<file path="src/design/fifo_queue_with_remove_by_value_defines.svh">
// ----------------------------------------------------------------------------
// fifo_queue_with_remove_by_value_defines
// Assertion macros shared by the queue block.
// ----------------------------------------------------------------------------
`ifndef FIFO_QUEUE_WITH_REMOVE_BY_VALUE_DEFINES_SVH
`define FIFO_QUEUE_WITH_REMOVE_BY_VALUE_DEFINES_SVH

// Same-cycle implication, sampled on clk, off during reset
`define FQRV_ASSERT_NOW(lbl, ante, cons, msg) \
    lbl: assert property (@(posedge clk) disable iff (!rst_n) (ante) |-> (cons)) \
        else $error(msg);

// Next-cycle implication, sampled on clk, off during reset
`define FQRV_ASSERT_NEXT(lbl, ante, cons, msg) \
    lbl: assert property (@(posedge clk) disable iff (!rst_n) (ante) |=> (cons)) \
        else $error(msg);

`endif

</file>
<file path="src/design/fqrv_pkg.sv">
// ----------------------------------------------------------------------------
// fqrv_pkg
// Types and constants for the queue with remove by value.
// ----------------------------------------------------------------------------
package fqrv_pkg;

    localparam int DEPTH = 16;
    localparam int IDX_W = (DEPTH > 1) ? $clog2(DEPTH) : 1;
    localparam int CNT_W = $clog2(DEPTH + 1);
    localparam logic [DEPTH-1:0] LSB_VEC = DEPTH'(1);

    typedef enum logic [1:0] {
        FN_ENQ = 2'd0,
        FN_DEQ = 2'd1,
        FN_REM = 2'd2,
        FN_NOP = 2'd3
    } func_t;

    typedef enum logic [1:0] {
        STS_OK       = 2'd0,
        STS_EMPTY    = 2'd1,
        STS_FULL     = 2'd2,
        STS_NOTFOUND = 2'd3
    } status_t;

    typedef enum logic {
        S_IDLE = 1'b0,
        S_EXEC = 1'b1
    } state_t;

    typedef struct packed {
        func_t              func;
        logic signed [31:0] item_value;
    } cmd_t;

    typedef struct packed {
        status_t            status;
        logic signed [31:0] out_value;
        logic [CNT_W-1:0]   fill_level;
    } rsp_t;

    // Controller to datapath commands
    typedef struct packed {
        logic capture;
        logic commit;
    } dp_ctl_t;

endpackage

</file>
<file path="src/design/fqrv_ctrl.sv">
// ----------------------------------------------------------------------------
// fqrv_ctrl
// Sequencer: takes one transaction, runs compare then commit, owns rsp valid.
// ----------------------------------------------------------------------------
module fqrv_ctrl (
    input  logic            clk,
    input  logic            rst_n,
    input  logic            cmd_valid,
    output logic            cmd_stall,
    output logic            rsp_valid,
    input  logic            rsp_stall,
    output fqrv_pkg::dp_ctl_t ctl
);
    import fqrv_pkg::*;

    state_t state_reg;
    state_t state_next;
    logic   rsp_valid_reg;
    logic   rsp_valid_next;
    logic   out_free;

    assign out_free = !rsp_valid_reg || !rsp_stall;

    // Next state
    always_comb
    begin
        state_next = state_reg;
        unique case (state_reg)
            S_IDLE:
            begin
                if (cmd_valid)
                begin
                    state_next = S_EXEC;
                end
            end
            S_EXEC:
            begin
                if (out_free)
                begin
                    state_next = S_IDLE;
                end
            end
            default: state_next = S_IDLE;
        endcase
    end

    // Outputs
    always_comb
    begin
        cmd_stall   = 1'b1;
        ctl.capture = 1'b0;
        ctl.commit  = 1'b0;
        unique case (state_reg)
            S_IDLE:
            begin
                cmd_stall   = 1'b0;
                ctl.capture = cmd_valid;
            end
            S_EXEC:
            begin
                ctl.commit = out_free;
            end
            default:
            begin
                cmd_stall = 1'b1;
            end
        endcase
    end

    // Hold the response until taken, load it on commit
    always_comb
    begin
        priority if (ctl.commit)
        begin
            rsp_valid_next = 1'b1;
        end
        else if (!rsp_stall)
        begin
            rsp_valid_next = 1'b0;
        end
        else
        begin
            rsp_valid_next = rsp_valid_reg;
        end
    end

    always_ff @(posedge clk or negedge rst_n)
    begin
        if (!rst_n)
        begin
            state_reg     <= S_IDLE;
            rsp_valid_reg <= 1'b0;
        end
        else
        begin
            state_reg     <= state_next;
            rsp_valid_reg <= rsp_valid_next;
        end
    end

    assign rsp_valid = rsp_valid_reg;

endmodule

</file>
<file path="src/design/fqrv_datapath.sv">
// ----------------------------------------------------------------------------
// fqrv_datapath
// Row of entry cells with compare, first-match pick, shift and fill count.
// ----------------------------------------------------------------------------
module fqrv_datapath (
    input  logic              clk,
    input  logic              rst_n,
    input  fqrv_pkg::dp_ctl_t ctl,
    input  fqrv_pkg::cmd_t    cmd,
    output fqrv_pkg::rsp_t    rsp
);
    import fqrv_pkg::*;

    logic signed [31:0] entries_reg  [DEPTH];
    logic signed [31:0] entries_next [DEPTH];
    func_t              func_reg;
    logic signed [31:0] value_reg;
    logic [DEPTH-1:0]   match_reg;
    logic [DEPTH-1:0]   match_next;
    logic [CNT_W-1:0]   occ_reg;
    logic [CNT_W-1:0]   occ_next;
    rsp_t               rsp_reg;
    rsp_t               rsp_next;

    logic               full;
    logic               empty;
    logic               found;
    logic               do_enq;
    logic               do_shift;
    logic [DEPTH-1:0]   first_hit;
    logic [DEPTH-1:0]   sel;
    logic [DEPTH-1:0]   shift_mask;

    assign full  = (occ_reg == CNT_W'(DEPTH));
    assign empty = (occ_reg == '0);
    assign found = |match_reg;

    // Isolate the match nearest the head; dequeue starts the shift at the head
    assign first_hit  = match_reg & (~match_reg + LSB_VEC);
    assign sel        = (func_reg == FN_DEQ) ? LSB_VEC : first_hit;
    assign shift_mask = ~(sel - LSB_VEC);
    assign do_enq     = (func_reg == FN_ENQ) && !full;
    assign do_shift   = ((func_reg == FN_DEQ) && !empty) || ((func_reg == FN_REM) && found);

    // Per-entry cells: compare against the key, shift down or take the new value
    for (genvar g = 0; g < DEPTH; g++)
    begin : g_cell
        logic signed [31:0] upper;

        if (g < DEPTH - 1)
        begin : g_mid
            assign upper = entries_reg[g+1];
        end
        else
        begin : g_top
            assign upper = entries_reg[g];
        end

        assign match_next[g] = (CNT_W'(g) < occ_reg) && (entries_reg[g] == cmd.item_value);

        always_comb
        begin
            priority if (do_shift && shift_mask[g])
            begin
                entries_next[g] = upper;
            end
            else if (do_enq && (IDX_W'(g) == occ_reg[IDX_W-1:0]))
            begin
                entries_next[g] = value_reg;
            end
            else
            begin
                entries_next[g] = entries_reg[g];
            end
        end
    end

    // Build the response and the new fill count
    always_comb
    begin
        rsp_next.status    = STS_OK;
        rsp_next.out_value = '0;
        occ_next           = occ_reg;
        unique case (func_reg)
            FN_ENQ:
            begin
                if (full)
                begin
                    rsp_next.status = STS_FULL;
                end
                else
                begin
                    occ_next = occ_reg + CNT_W'(1);
                end
            end
            FN_DEQ:
            begin
                if (empty)
                begin
                    rsp_next.status = STS_EMPTY;
                end
                else
                begin
                    rsp_next.out_value = entries_reg[0];
                    occ_next           = occ_reg - CNT_W'(1);
                end
            end
            FN_REM:
            begin
                priority if (empty)
                begin
                    rsp_next.status = STS_EMPTY;
                end
                else if (found)
                begin
                    rsp_next.out_value = value_reg;
                    occ_next           = occ_reg - CNT_W'(1);
                end
                else
                begin
                    rsp_next.status = STS_NOTFOUND;
                end
            end
            FN_NOP:
            begin
                rsp_next.status = STS_OK;
            end
            default:
            begin
                rsp_next.status = STS_OK;
            end
        endcase
        rsp_next.fill_level = occ_next;
    end

    // Fill count
    always_ff @(posedge clk or negedge rst_n)
    begin
        if (!rst_n)
        begin
            occ_reg <= '0;
        end
        else if (ctl.commit)
        begin
            occ_reg <= occ_next;
        end
    end

    // Capture the command and the compare result, then commit
    always_ff @(posedge clk)
    begin
        if (ctl.capture)
        begin
            func_reg  <= cmd.func;
            value_reg <= cmd.item_value;
            match_reg <= match_next;
        end
        if (ctl.commit)
        begin
            entries_reg <= entries_next;
            rsp_reg     <= rsp_next;
        end
    end

    assign rsp = rsp_reg;

endmodule

</file>
<file path="src/design/fifo_queue_with_remove_by_value.sv">
// ----------------------------------------------------------------------------
// fifo_queue_with_remove_by_value
// Bounded FIFO of signed 32-bit values with enqueue, dequeue and remove.
// ----------------------------------------------------------------------------
// Usage:
//   cmd channel (cmd_valid/cmd_stall, cmd) carries one operation per
//   transaction: enqueue, dequeue head, remove first entry equal to the
//   value, or no operation. rsp channel (rsp_valid/rsp_stall, rsp) returns
//   exactly one transaction per command: status, removed value and the fill
//   level after the operation.
//   Sequence: the accepting edge registers the command and the per-entry
//   compare vector; the commit edge picks the first match, shifts the cells
//   above it down by one, loads the response register and raises rsp_valid.
//   A new command is not taken until the current one has committed, set by
//   that compare/commit sequence through the single row of entry cells.
//   A new command is taken while a finished response still waits; if the
//   receiver stalls, the next command waits in the commit step until the
//   response register is free.
//   Reset empties the queue at once (fill count zero); entry contents are
//   left as they are and only held entries are ever read.
// ----------------------------------------------------------------------------
`include "fifo_queue_with_remove_by_value_defines.svh"

module fifo_queue_with_remove_by_value (
    input  logic           clk,
    input  logic           rst_n,
    input  logic           cmd_valid,
    output logic           cmd_stall,
    input  fqrv_pkg::cmd_t cmd,
    output logic           rsp_valid,
    input  logic           rsp_stall,
    output fqrv_pkg::rsp_t rsp
);
    import fqrv_pkg::*;

    dp_ctl_t ctl;

    // Sequencer
    fqrv_ctrl u_ctrl (
        .clk       (clk),
        .rst_n     (rst_n),
        .cmd_valid (cmd_valid),
        .cmd_stall (cmd_stall),
        .rsp_valid (rsp_valid),
        .rsp_stall (rsp_stall),
        .ctl       (ctl)
    );

    // Entry cells and response register
    fqrv_datapath u_dp (
        .clk   (clk),
        .rst_n (rst_n),
        .ctl   (ctl),
        .cmd   (cmd),
        .rsp   (rsp)
    );

    // Checks
    `FQRV_ASSERT_NOW(a_fill_bound, rsp_valid, rsp.fill_level <= CNT_W'(DEPTH), "fill level above depth")
    `FQRV_ASSERT_NOW(a_full_level, rsp_valid && (rsp.status == STS_FULL), rsp.fill_level == CNT_W'(DEPTH), "full status with room left")
    `FQRV_ASSERT_NOW(a_empty_level, rsp_valid && (rsp.status == STS_EMPTY), (rsp.fill_level == '0) && (rsp.out_value == '0), "empty status with entries held")
    `FQRV_ASSERT_NEXT(a_busy_after_accept, cmd_valid && !cmd_stall, cmd_stall, "second command taken during execution")

endmodule
</file>
<file path="config.mk">
export PLATFORM = sky130hd
export DESIGN_NAME = fifo_queue_with_remove_by_value
export DESIGN_NICKNAME = d
export VERILOG_FILES = /design/src/design/fqrv_pkg.sv /design/src/design/fqrv_ctrl.sv /design/src/design/fqrv_datapath.sv /design/src/design/fifo_queue_with_remove_by_value.sv
export VERILOG_INCLUDE_DIRS = /design/src /design/src/design
export SDC_FILE = /design/constraint.sdc
export NUM_CORES = 1
export LEC_CHECK = 0
export BUFFER_PORTS_ARGS = -buffer_cell sky130_fd_sc_hd__buf_2
export CORE_MARGIN = 1.5
export CORE_UTILIZATION = 63
export DETAILED_ROUTE_END_ITERATION = 16
export PLACE_DENSITY = 0.86
export SLEW_MARGIN = 40
export SYNTH_ARGS = -nofsm -noshare
export SYNTH_HDL_FRONTEND = slang
export SYNTH_SLANG_ARGS = --single-unit
</file>
<file path="constraint.sdc">
create_clock -name clk -period 7.8 [get_ports clk]
set_clock_uncertainty 0.1 [all_clocks]
set_input_delay 1.17 -clock clk [delete_from_list [all_inputs] [get_ports clk]]
set_output_delay 1.17 -clock clk [all_outputs]
set_load 0.01 [all_outputs]
</file>
==> results of run 1 <==
## stage by stage
stage / hold slack, ns / util [%] / instance area [sq um]
2_1_floorplan: 0.431 / - / 31700
3_3_place_gp: 0.387 / 66.4 / 32700
3_5_place_dp: 0.400 / 68.0 / 33500
4_1_cts: 0.297 / 72.2 / 35600
5_1_grt: 0.311 / 72.4 / 35600
6_report: 0.310 / 72.4 / 35700
## power groups by stage
stage / clock network (mW) / logic (mW) / registers (mW)
4_1_cts: 3.11 / 3.30 / 5.26
6_report: 3.11 / 3.41 / 5.30
5_1_grt: 3.23 / 3.56 / 5.32
3_3_place_gp: 0 / 2.88 / 5.41
3_5_place_dp: 0 / 3.26 / 5.31
2_1_floorplan: 0 / 2.20 / 5.08
## per-layer routing
metal / share of wire, % / routed length, um / global-route usage (%)
met1: 34 / 35300 / 50.0
met2: 44 / 45300 / 60.5
met3: 14 / 14100 / 13.8
met4: 7.7 / 7860 / 25.9
met5: 0.056 / 57 / 0
## worst max path at each step
stage               cells after the start  slack, ns                                  to                        start
floorplan                               8       1.93  u_dp.g_cell[14].upper[0]$_DFFE_PP_  u_dp.occ_reg[0]$_DFFE_PN0P_
global placement                        7       3.34  u_dp.g_cell[2].upper[18]$_DFFE_PP_  u_dp.occ_reg[1]$_DFFE_PN0P_
detailed placement                      8       3.17   u_dp.g_cell[0].upper[1]$_DFFE_PP_  u_dp.occ_reg[0]$_DFFE_PN0P_
CTS                                     8       3.14  u_dp.g_cell[0].upper[19]$_DFFE_PP_  u_dp.occ_reg[0]$_DFFE_PN0P_
global route                            8       2.85  u_dp.g_cell[1].upper[15]$_DFFE_PP_  u_dp.occ_reg[0]$_DFFE_PN0P_
finish                                  8       2.98  u_dp.g_cell[1].upper[19]$_DFFE_PP_  u_dp.occ_reg[0]$_DFFE_PN0P_
## cell families (layout without fill, tap and decap cells)
family,after synthesis,after routing,synth area share [%]
fa+ha+maj,9,9,0.355
mux,484,484,17.2
compound gates,115,115,2.71
buf+inv,177,306,2.53
other cells,0,3,0
simple gates,305,305,5.52
xor+xnor,513,513,14.2
flops,608,608,57.5
## placed cells by master, fill, tap and decap left out, drive strengths merged, types with 7 or more instances in the layout
cell    count
a21oi      22
a22oi      34
buf       175
clkbuf     76
clkinv     33
dfrtp       7
edfxtp    601
ha          9
inv        15
mux2      481
nand2      34
nand3      26
nand4      50
nor2       23
nor2b      34
nor3       16
nor4      101
o21ai      21
xnor2     149
xor2      364
## layout make-up
class	count	area share (%)
well taps	664	2.33
diodes	3	0.0211
clock inverters	45	1.07
clock buffers	76	4.86
multi-input cells	1426	36.3
flip-flops and latches	608	51.1
inverters	10	0.105
repair buffers	175	4.19
## cell usage after synthesis, types with 15 or more instances
master / count
edfxtp_1: 601
xor2_1: 364
mux2_2: 304
mux2_1: 177
xnor2_1: 149
clkbuf_1: 112
nor4_1: 101
nand4_1: 50
a22oi_1: 34
nor2b_1: 34
nand2_1: 31
nand3_1: 26
nor2_1: 23
a21oi_1: 22
buf_4: 19
buf_2: 16
o21ai_0: 16
nor3_1: 15
==> out/results.tsv, run 1 <==
stage	metric	value	unit
power_and_ir_drop	worst-case vdd ir drop	216	uV
floorplanning	# IOs	79	
final_layout	Layout Cells excl Fill	3007	
route	TritonRoute pass-1 iters	6	
timing	setup tns final	0	ns
synth	Mapped Cells	2211	
synth	share of the synthesized area in the top cell type	57.0	%
synth	Distinct cells, synth	60	
timing	fmax	207	MHz
final_layout	fill count	3079	
worst_setup_path	Worst Setup End Kind	flop	
cts	CTS root buffer	clkbuf_16	
timing	Slew Viols, Final	0	
floorplanning	Initial Utilization	64.3	%
timing	Final setup viols	0	
route	DR vias/cell	7.04	
power_and_ir_drop	internal power	7.87	mW
timing	Tightest Pin Transition	0.959	ns
route	Residual DRC	0	
power_and_ir_drop	Power Total	11.8	mW
worst_setup_path	worst-path cell chain	inv_1 -> ha_1 -> or3b_2 -> o21ai_0 -> nand2_1 -> nand2_2 -> a21oi_4 -> buf_8	
placement	GP Congestion	1.01	
cts	CTS Hold Buffers Added	0	
timing	max_slew headroom	36.1	%
run_status	outcome	completed	
synth	async set or reset register ratio after synthesis	1.15	%
worst_setup_path	CP startpoint kind	flop	
worst_setup_path	critical path's slowest cell	nand2_2	
worst_setup_path	crit-path max cell delay	0.83	ns
floorplanning	core region area	49300	sq um
cts	cts repair resizes	0	
placement	HPWL Detailed	68.3	mm
synth	syn_area_per_cell	14.3	sq um
min_path	Min-Delay Path Class	primary input to asynchronous set/reset pin	
cts	Num CTS Buffers	66	
cts	CTS tree	yes	
synth	syn nets	2258	
job	maxcap violations	0	
synth	mapped cell area	31700	sq um
global_routing	vias in the first global route	21100	
global_routing	total gr overflow	0	
synth	Synth area leaders	edfxtp_1 (57%), mux2_2 (11%), xor2_1 (10%), mux2_1 (6.3%), xnor2_1 (4.1%)	
synth	Yosys Warn Count	0	
cts	Clock Tree Buf Depth	3	
power_and_ir_drop	Psw	3.96	mW
worst_setup_path	Worst EP arrival	5.09	ns
floorplanning	chip height	227	um
timing	RSZ-0062 raised after global routing	false	
floorplanning	Die X	227	um
cts	clk slew on worst S/H paths	0.06	ns
synth	EDFF count, synth	601	
final_layout	flip-flop count of the largest register after layout	480	
timing	post-layout minimum cycle time	4.82	ns
worst_setup_path	WP buf/inv	2	
floorplanning	Rows	81	
worst_setup_path	Required @ worst endpoint	8.07	ns
global_routing	Total GRT Usage	40.3	%
cts	worst-skew pair later-pin latency	0.62	ns
worst_setup_path	Worst R2R Setup Slack	2.98	ns
timing	Final Cycle Share	61.8	%
global_routing	largest net degree at the start of global routing	51	
final_layout	share of cells above drive strength 1	26.4	%
power_and_ir_drop	pwr dens	332	nW/um^2
worst_setup_path	FF-to-FF path depth	8	
placement	placed cells	2881	
placement	pre-CTS setup slack	3.17	ns
global_routing	initial antenna violation count	8	
power_and_ir_drop	Sw Share	33.5	%
synth	register bit count reported by yosys	608	
route	number of antenna-violating nets in the routed design	0	
floorplanning	die area	51600	sq um
timing	Final WS setup	2.98	ns
route	initial drt markers	2993	
worst_setup_path	kind of cell adding the most delay to the critical path	simple AND/OR/NAND/NOR gates	
timing	Hold Fails Final Rpt	0	
final_layout	nets@finish	2334	
worst_setup_path	Critical Path Fanout Max	33	
worst_setup_path	crit path kind	flop to flop	
power_and_ir_drop	Clk pwr share	26.3	%
final_layout	area delta synth->final	12.5	%
power_and_ir_drop	sequential share of power	44.8	%
cts	postcts setup bufs	0	
route	DR vias	21200	
cts	H-Tree Level Count	3	
power_and_ir_drop	Gate power share	28.9	%
final_layout	multi-input logic area	12900	sq um
route	DR WL/cell	34.1	um
synth	Synth Flop Type	edfxtp_1	
placement	IO buf count	78	
worst_setup_path	RR Startpoint	u_dp.occ_reg[0]$_DFFE_PN0P_	
global_routing	first-pass GRT wire length	146	mm
synth	sequential area share after synthesis	57.5	%
cts	CTS sink cnt	608	
final_layout	sequential cell area	18200	sq um
route	total wire length	103	mm
power_and_ir_drop	P_leak	12.0	nW
worst_setup_path	R2R Path End	u_dp.g_cell[1].upper[19]$_DFFE_PP_	
synth	Synth area leader	edfxtp_1	
Power figures use the tool's default switching activity.
==> run 2, diff against run 1 <==
--- a/config.mk
+++ b/config.mk
@@ -8,9 +8,9 @@
 export LEC_CHECK = 0
 export BUFFER_PORTS_ARGS = -buffer_cell sky130_fd_sc_hd__buf_2
 export CORE_MARGIN = 1.5
-export CORE_UTILIZATION = 63
+export CORE_UTILIZATION = 57
 export DETAILED_ROUTE_END_ITERATION = 16
-export PLACE_DENSITY = 0.86
+export PLACE_DENSITY = 0.83
 export SLEW_MARGIN = 40
 export SYNTH_ARGS = -nofsm -noshare
 export SYNTH_HDL_FRONTEND = slang
==> constraint.sdc (replaced) <==
create_clock -name clk -period 4.2 [get_ports clk]
set_clock_uncertainty 0.1 [all_clocks]
set_input_delay 0.63 -clock clk [delete_from_list [all_inputs] [get_ports clk]]
set_output_delay 0.63 -clock clk [all_outputs]
set_load 0.01 [all_outputs]
==> run 2 against run 1 <==
Against the previous run:
- non-clock buffer count rose by 51
- register-to-register slack lost 2.5 ns
- die area grew 10%
- utilization fell by 7.0 points
- combinational power is 91% higher
- sequential share of layout area decreased by 0.43 points
- hold slack got worse by 0.25 ns
- first-iteration DRC count grew 3.0%
- sequential power is 85% higher
- fmax increased by 28%
- largest cell class unchanged
- highest routed layer is now met4
==> out/results.tsv, run 2 (same netlist as run 1, synthesis figures left out) <==
stage	metric	value	unit
run_status	outcome	completed	
power_and_ir_drop	Sw Share	33.8	%
worst_setup_path	Worst Setup End Kind	flop	
global_routing	total gr overflow	0	
placement	dpl cell area	33900	sq um
floorplanning	Die X	239	um
route	DR vias/cell	6.76	
cts	CTS sink cnt	608	
cts	H-Tree Level Count	2	
final_layout	Layout Cells excl Fill	3137	
route	initial drt markers	3084	
worst_setup_path	Critical Path Fanout Max	32	
worst_setup_path	CP startpoint	u_dp.func_reg[1]$_DFFE_PP_	
worst_setup_path	critical path's slowest cell	ha_1	
final_layout	final instance area	36000	sq um
placement	pre-CTS setup slack	0.540	ns
route	total wire length	108	mm
floorplanning	Rows	86	
cts	postcts setup bufs	0	
global_routing	Total GRT Usage	37.9	%
cts	Num CTS Buffers	61	
timing	Final Cycle Share	89.4	%
route	number of antenna-violating nets in the routed design	0	
placement	IO buf count	78	
placement	placed cells	3017	
job	maxcap violations	0	
placement	HPWL Detailed	76.4	mm
min_path	Min-Delay Path Class	primary input to flop	
global_routing	largest net degree at the start of global routing	34	
final_layout	share of cells above drive strength 1	27.5	%
cts	Clock Tree Buf Depth	3	
timing	Slew Viols, Final	0	
route	met3 wire len	13.5	mm
floorplanning	core region area	55000	sq um
worst_setup_path	kind of cell adding the most delay to the critical path	adder cells	
worst_setup_path	critical path depth in cells	9	
final_layout	most frequent cells in the layout	edfxtp_1 (601), xor2_1 (364), mux2_2 (304)	
route	wl on met1	39.1	mm
worst_setup_path	Worst EP arrival	4.06	ns
floorplanning	die area	57000	sq um
timing	max_slew headroom	33.8	%
worst_setup_path	RR Startpoint	u_dp.func_reg[1]$_DFFE_PP_	
route	top layer in use	met4	
worst_setup_path	Worst R2R Setup Slack	0.44	ns
final_layout	fill count	3810	
final_layout	nets@finish	2380	
global_routing	initial antenna violation count	2	
final_layout	sequential cell area	18200	sq um
final_layout	flip-flop count of the largest register after layout	480	
cts	worst-skew pair later-pin latency	0.66	ns
timing	Final setup viols	0	
timing	Hold Fails Final Rpt	0	
floorplanning	Initial Utilization	57.6	%
timing	RSZ-0062 raised after global routing	false	
worst_setup_path	worst-path cell chain	inv_1 -> ha_1 -> nor2_1 -> nand2_1 -> ha_1 -> mux2_2 -> o41ai_4 -> buf_4 -> mux2_2	
floorplanning	chip height	239	um
worst_setup_path	crit-path max cell delay	0.47	ns
route	met2 wire length	48.0	mm
worst_setup_path	Critical Path End	u_dp.g_cell[9].upper[9]$_DFFE_PP_	
power_and_ir_drop	Psw	7.38	mW
worst_setup_path	crit path kind	flop to flop	
worst_setup_path	Required @ worst endpoint	4.50	ns
route	Residual DRC	0	
timing	setup tns final	0	ns
power_and_ir_drop	internal power	14.5	mW
worst_setup_path	WP buf/inv	2	
global_routing	first-pass GRT wire length	152	mm
cts	clk slew on worst S/H paths	0.06	ns
cts	CTS tree	yes	
power_and_ir_drop	P_leak	12.2	nW
floorplanning	# IOs	79	
timing	Tightest Pin Transition	0.992	ns
final_layout	multi-input logic area	12900	sq um
final_layout	area delta synth->final	13.5	%
worst_setup_path	R2R Path End	u_dp.g_cell[9].upper[9]$_DFFE_PP_	
power_and_ir_drop	Gate power share	29.9	%
placement	GP Congestion	0.998	
power_and_ir_drop	sequential share of power	44.8	%
power_and_ir_drop	pwr dens	608	nW/um^2
timing	fmax	266	MHz
final_layout	commonest non-fill, non-tap cell in the layout	edfxtp_1	
route	DR WL/cell	34.4	um
worst_setup_path	FF-to-FF path depth	9	
power_and_ir_drop	worst-case vdd ir drop	422	uV
timing	Final WS setup	0.444	ns
route	DR vias	21200	
power_and_ir_drop	Power Total	21.8	mW
cts	CTS root buffer	clkbuf_16	
power_and_ir_drop	Clk pwr share	25.3	%
timing	post-layout minimum cycle time	3.76	ns
worst_setup_path	CP startpoint kind	flop	
global_routing	vias in the first global route	20800	
route	TritonRoute pass-1 iters	6	
-- run 2: cell count changes in the layout (fill, tap and decap cells not counted), moves of 5 or more --
cell       before  now
clkbuf_1        8   16
buf_12          0    8
buf_4          39   97
buf_8          33   20
clkbuf_16      68   61
inv_6           5    0
clkinv_2       17   11
-- run 2: area by class of cell --
cell class                      instances  share of cell area, %
Antenna cell                            6                 0.0418
Clock buffer                           77                   4.41
Clock inverter                         36                   1.11
Inverter                               10                  0.104
Multi-Input combinational cell       1426                   35.9
Sequential cell                       608                   50.7
Tap cell                              748                   2.60
Timing Repair Buffer                  226                   5.11
-- run 2: worst min path at each step --
stage,from,to,slack [ns],cells past startpoint
2_1_floorplan,rst_n,u_ctrl.rsp_valid$_DFFE_PN0P_,0.23,0
3_3_place_gp,rst_n,u_dp.occ_reg[3]$_DFFE_PN0P_,0.38,1
3_5_place_dp,rst_n,u_dp.occ_reg[3]$_DFFE_PN0P_,0.38,1
4_1_cts,cmd[33],u_dp.func_reg[1]$_DFFE_PP_,0.06,1
5_1_grt,cmd[33],u_dp.func_reg[1]$_DFFE_PP_,0.07,1
6_report,cmd[33],u_dp.func_reg[1]$_DFFE_PP_,0.06,1
-- run 2: power by group through the flow --
stage / registers (mW) / clock network [mW] / logic (mW)
floorplan: 9.42 / 0 / 4.10
global placement: 10.0 / 0 / 5.73
detailed placement: 9.82 / 0 / 6.28
CTS: 9.72 / 5.52 / 6.36
global route: 9.82 / 5.75 / 6.81
finish: 9.79 / 5.52 / 6.53
-- run 2: timing repair --
item / in CTS / in global routing
hold buffers: 1 / 0
resized for setup: 0 / 0
endpoints found under the hold margin: 7 / 0
-- run 2: metal layers --
layer / track usage, % / vias to the layer above
met2: 57.6 / 1685
met4: 23.6 / 0
met1: 48.3 / 10600
met3: 10.5 / 402
li1: - / 8487
met5: 0 / -
-- run 2: metrics by stage --
stage                     hold slack (ns)  utilization, %
after floorplan                     0.234               -
after global placement              0.377            60.7
after detailed placement            0.383            61.7
after CTS                          0.0605            65.3
after global routing               0.0689            65.4
final                              0.0650            65.4
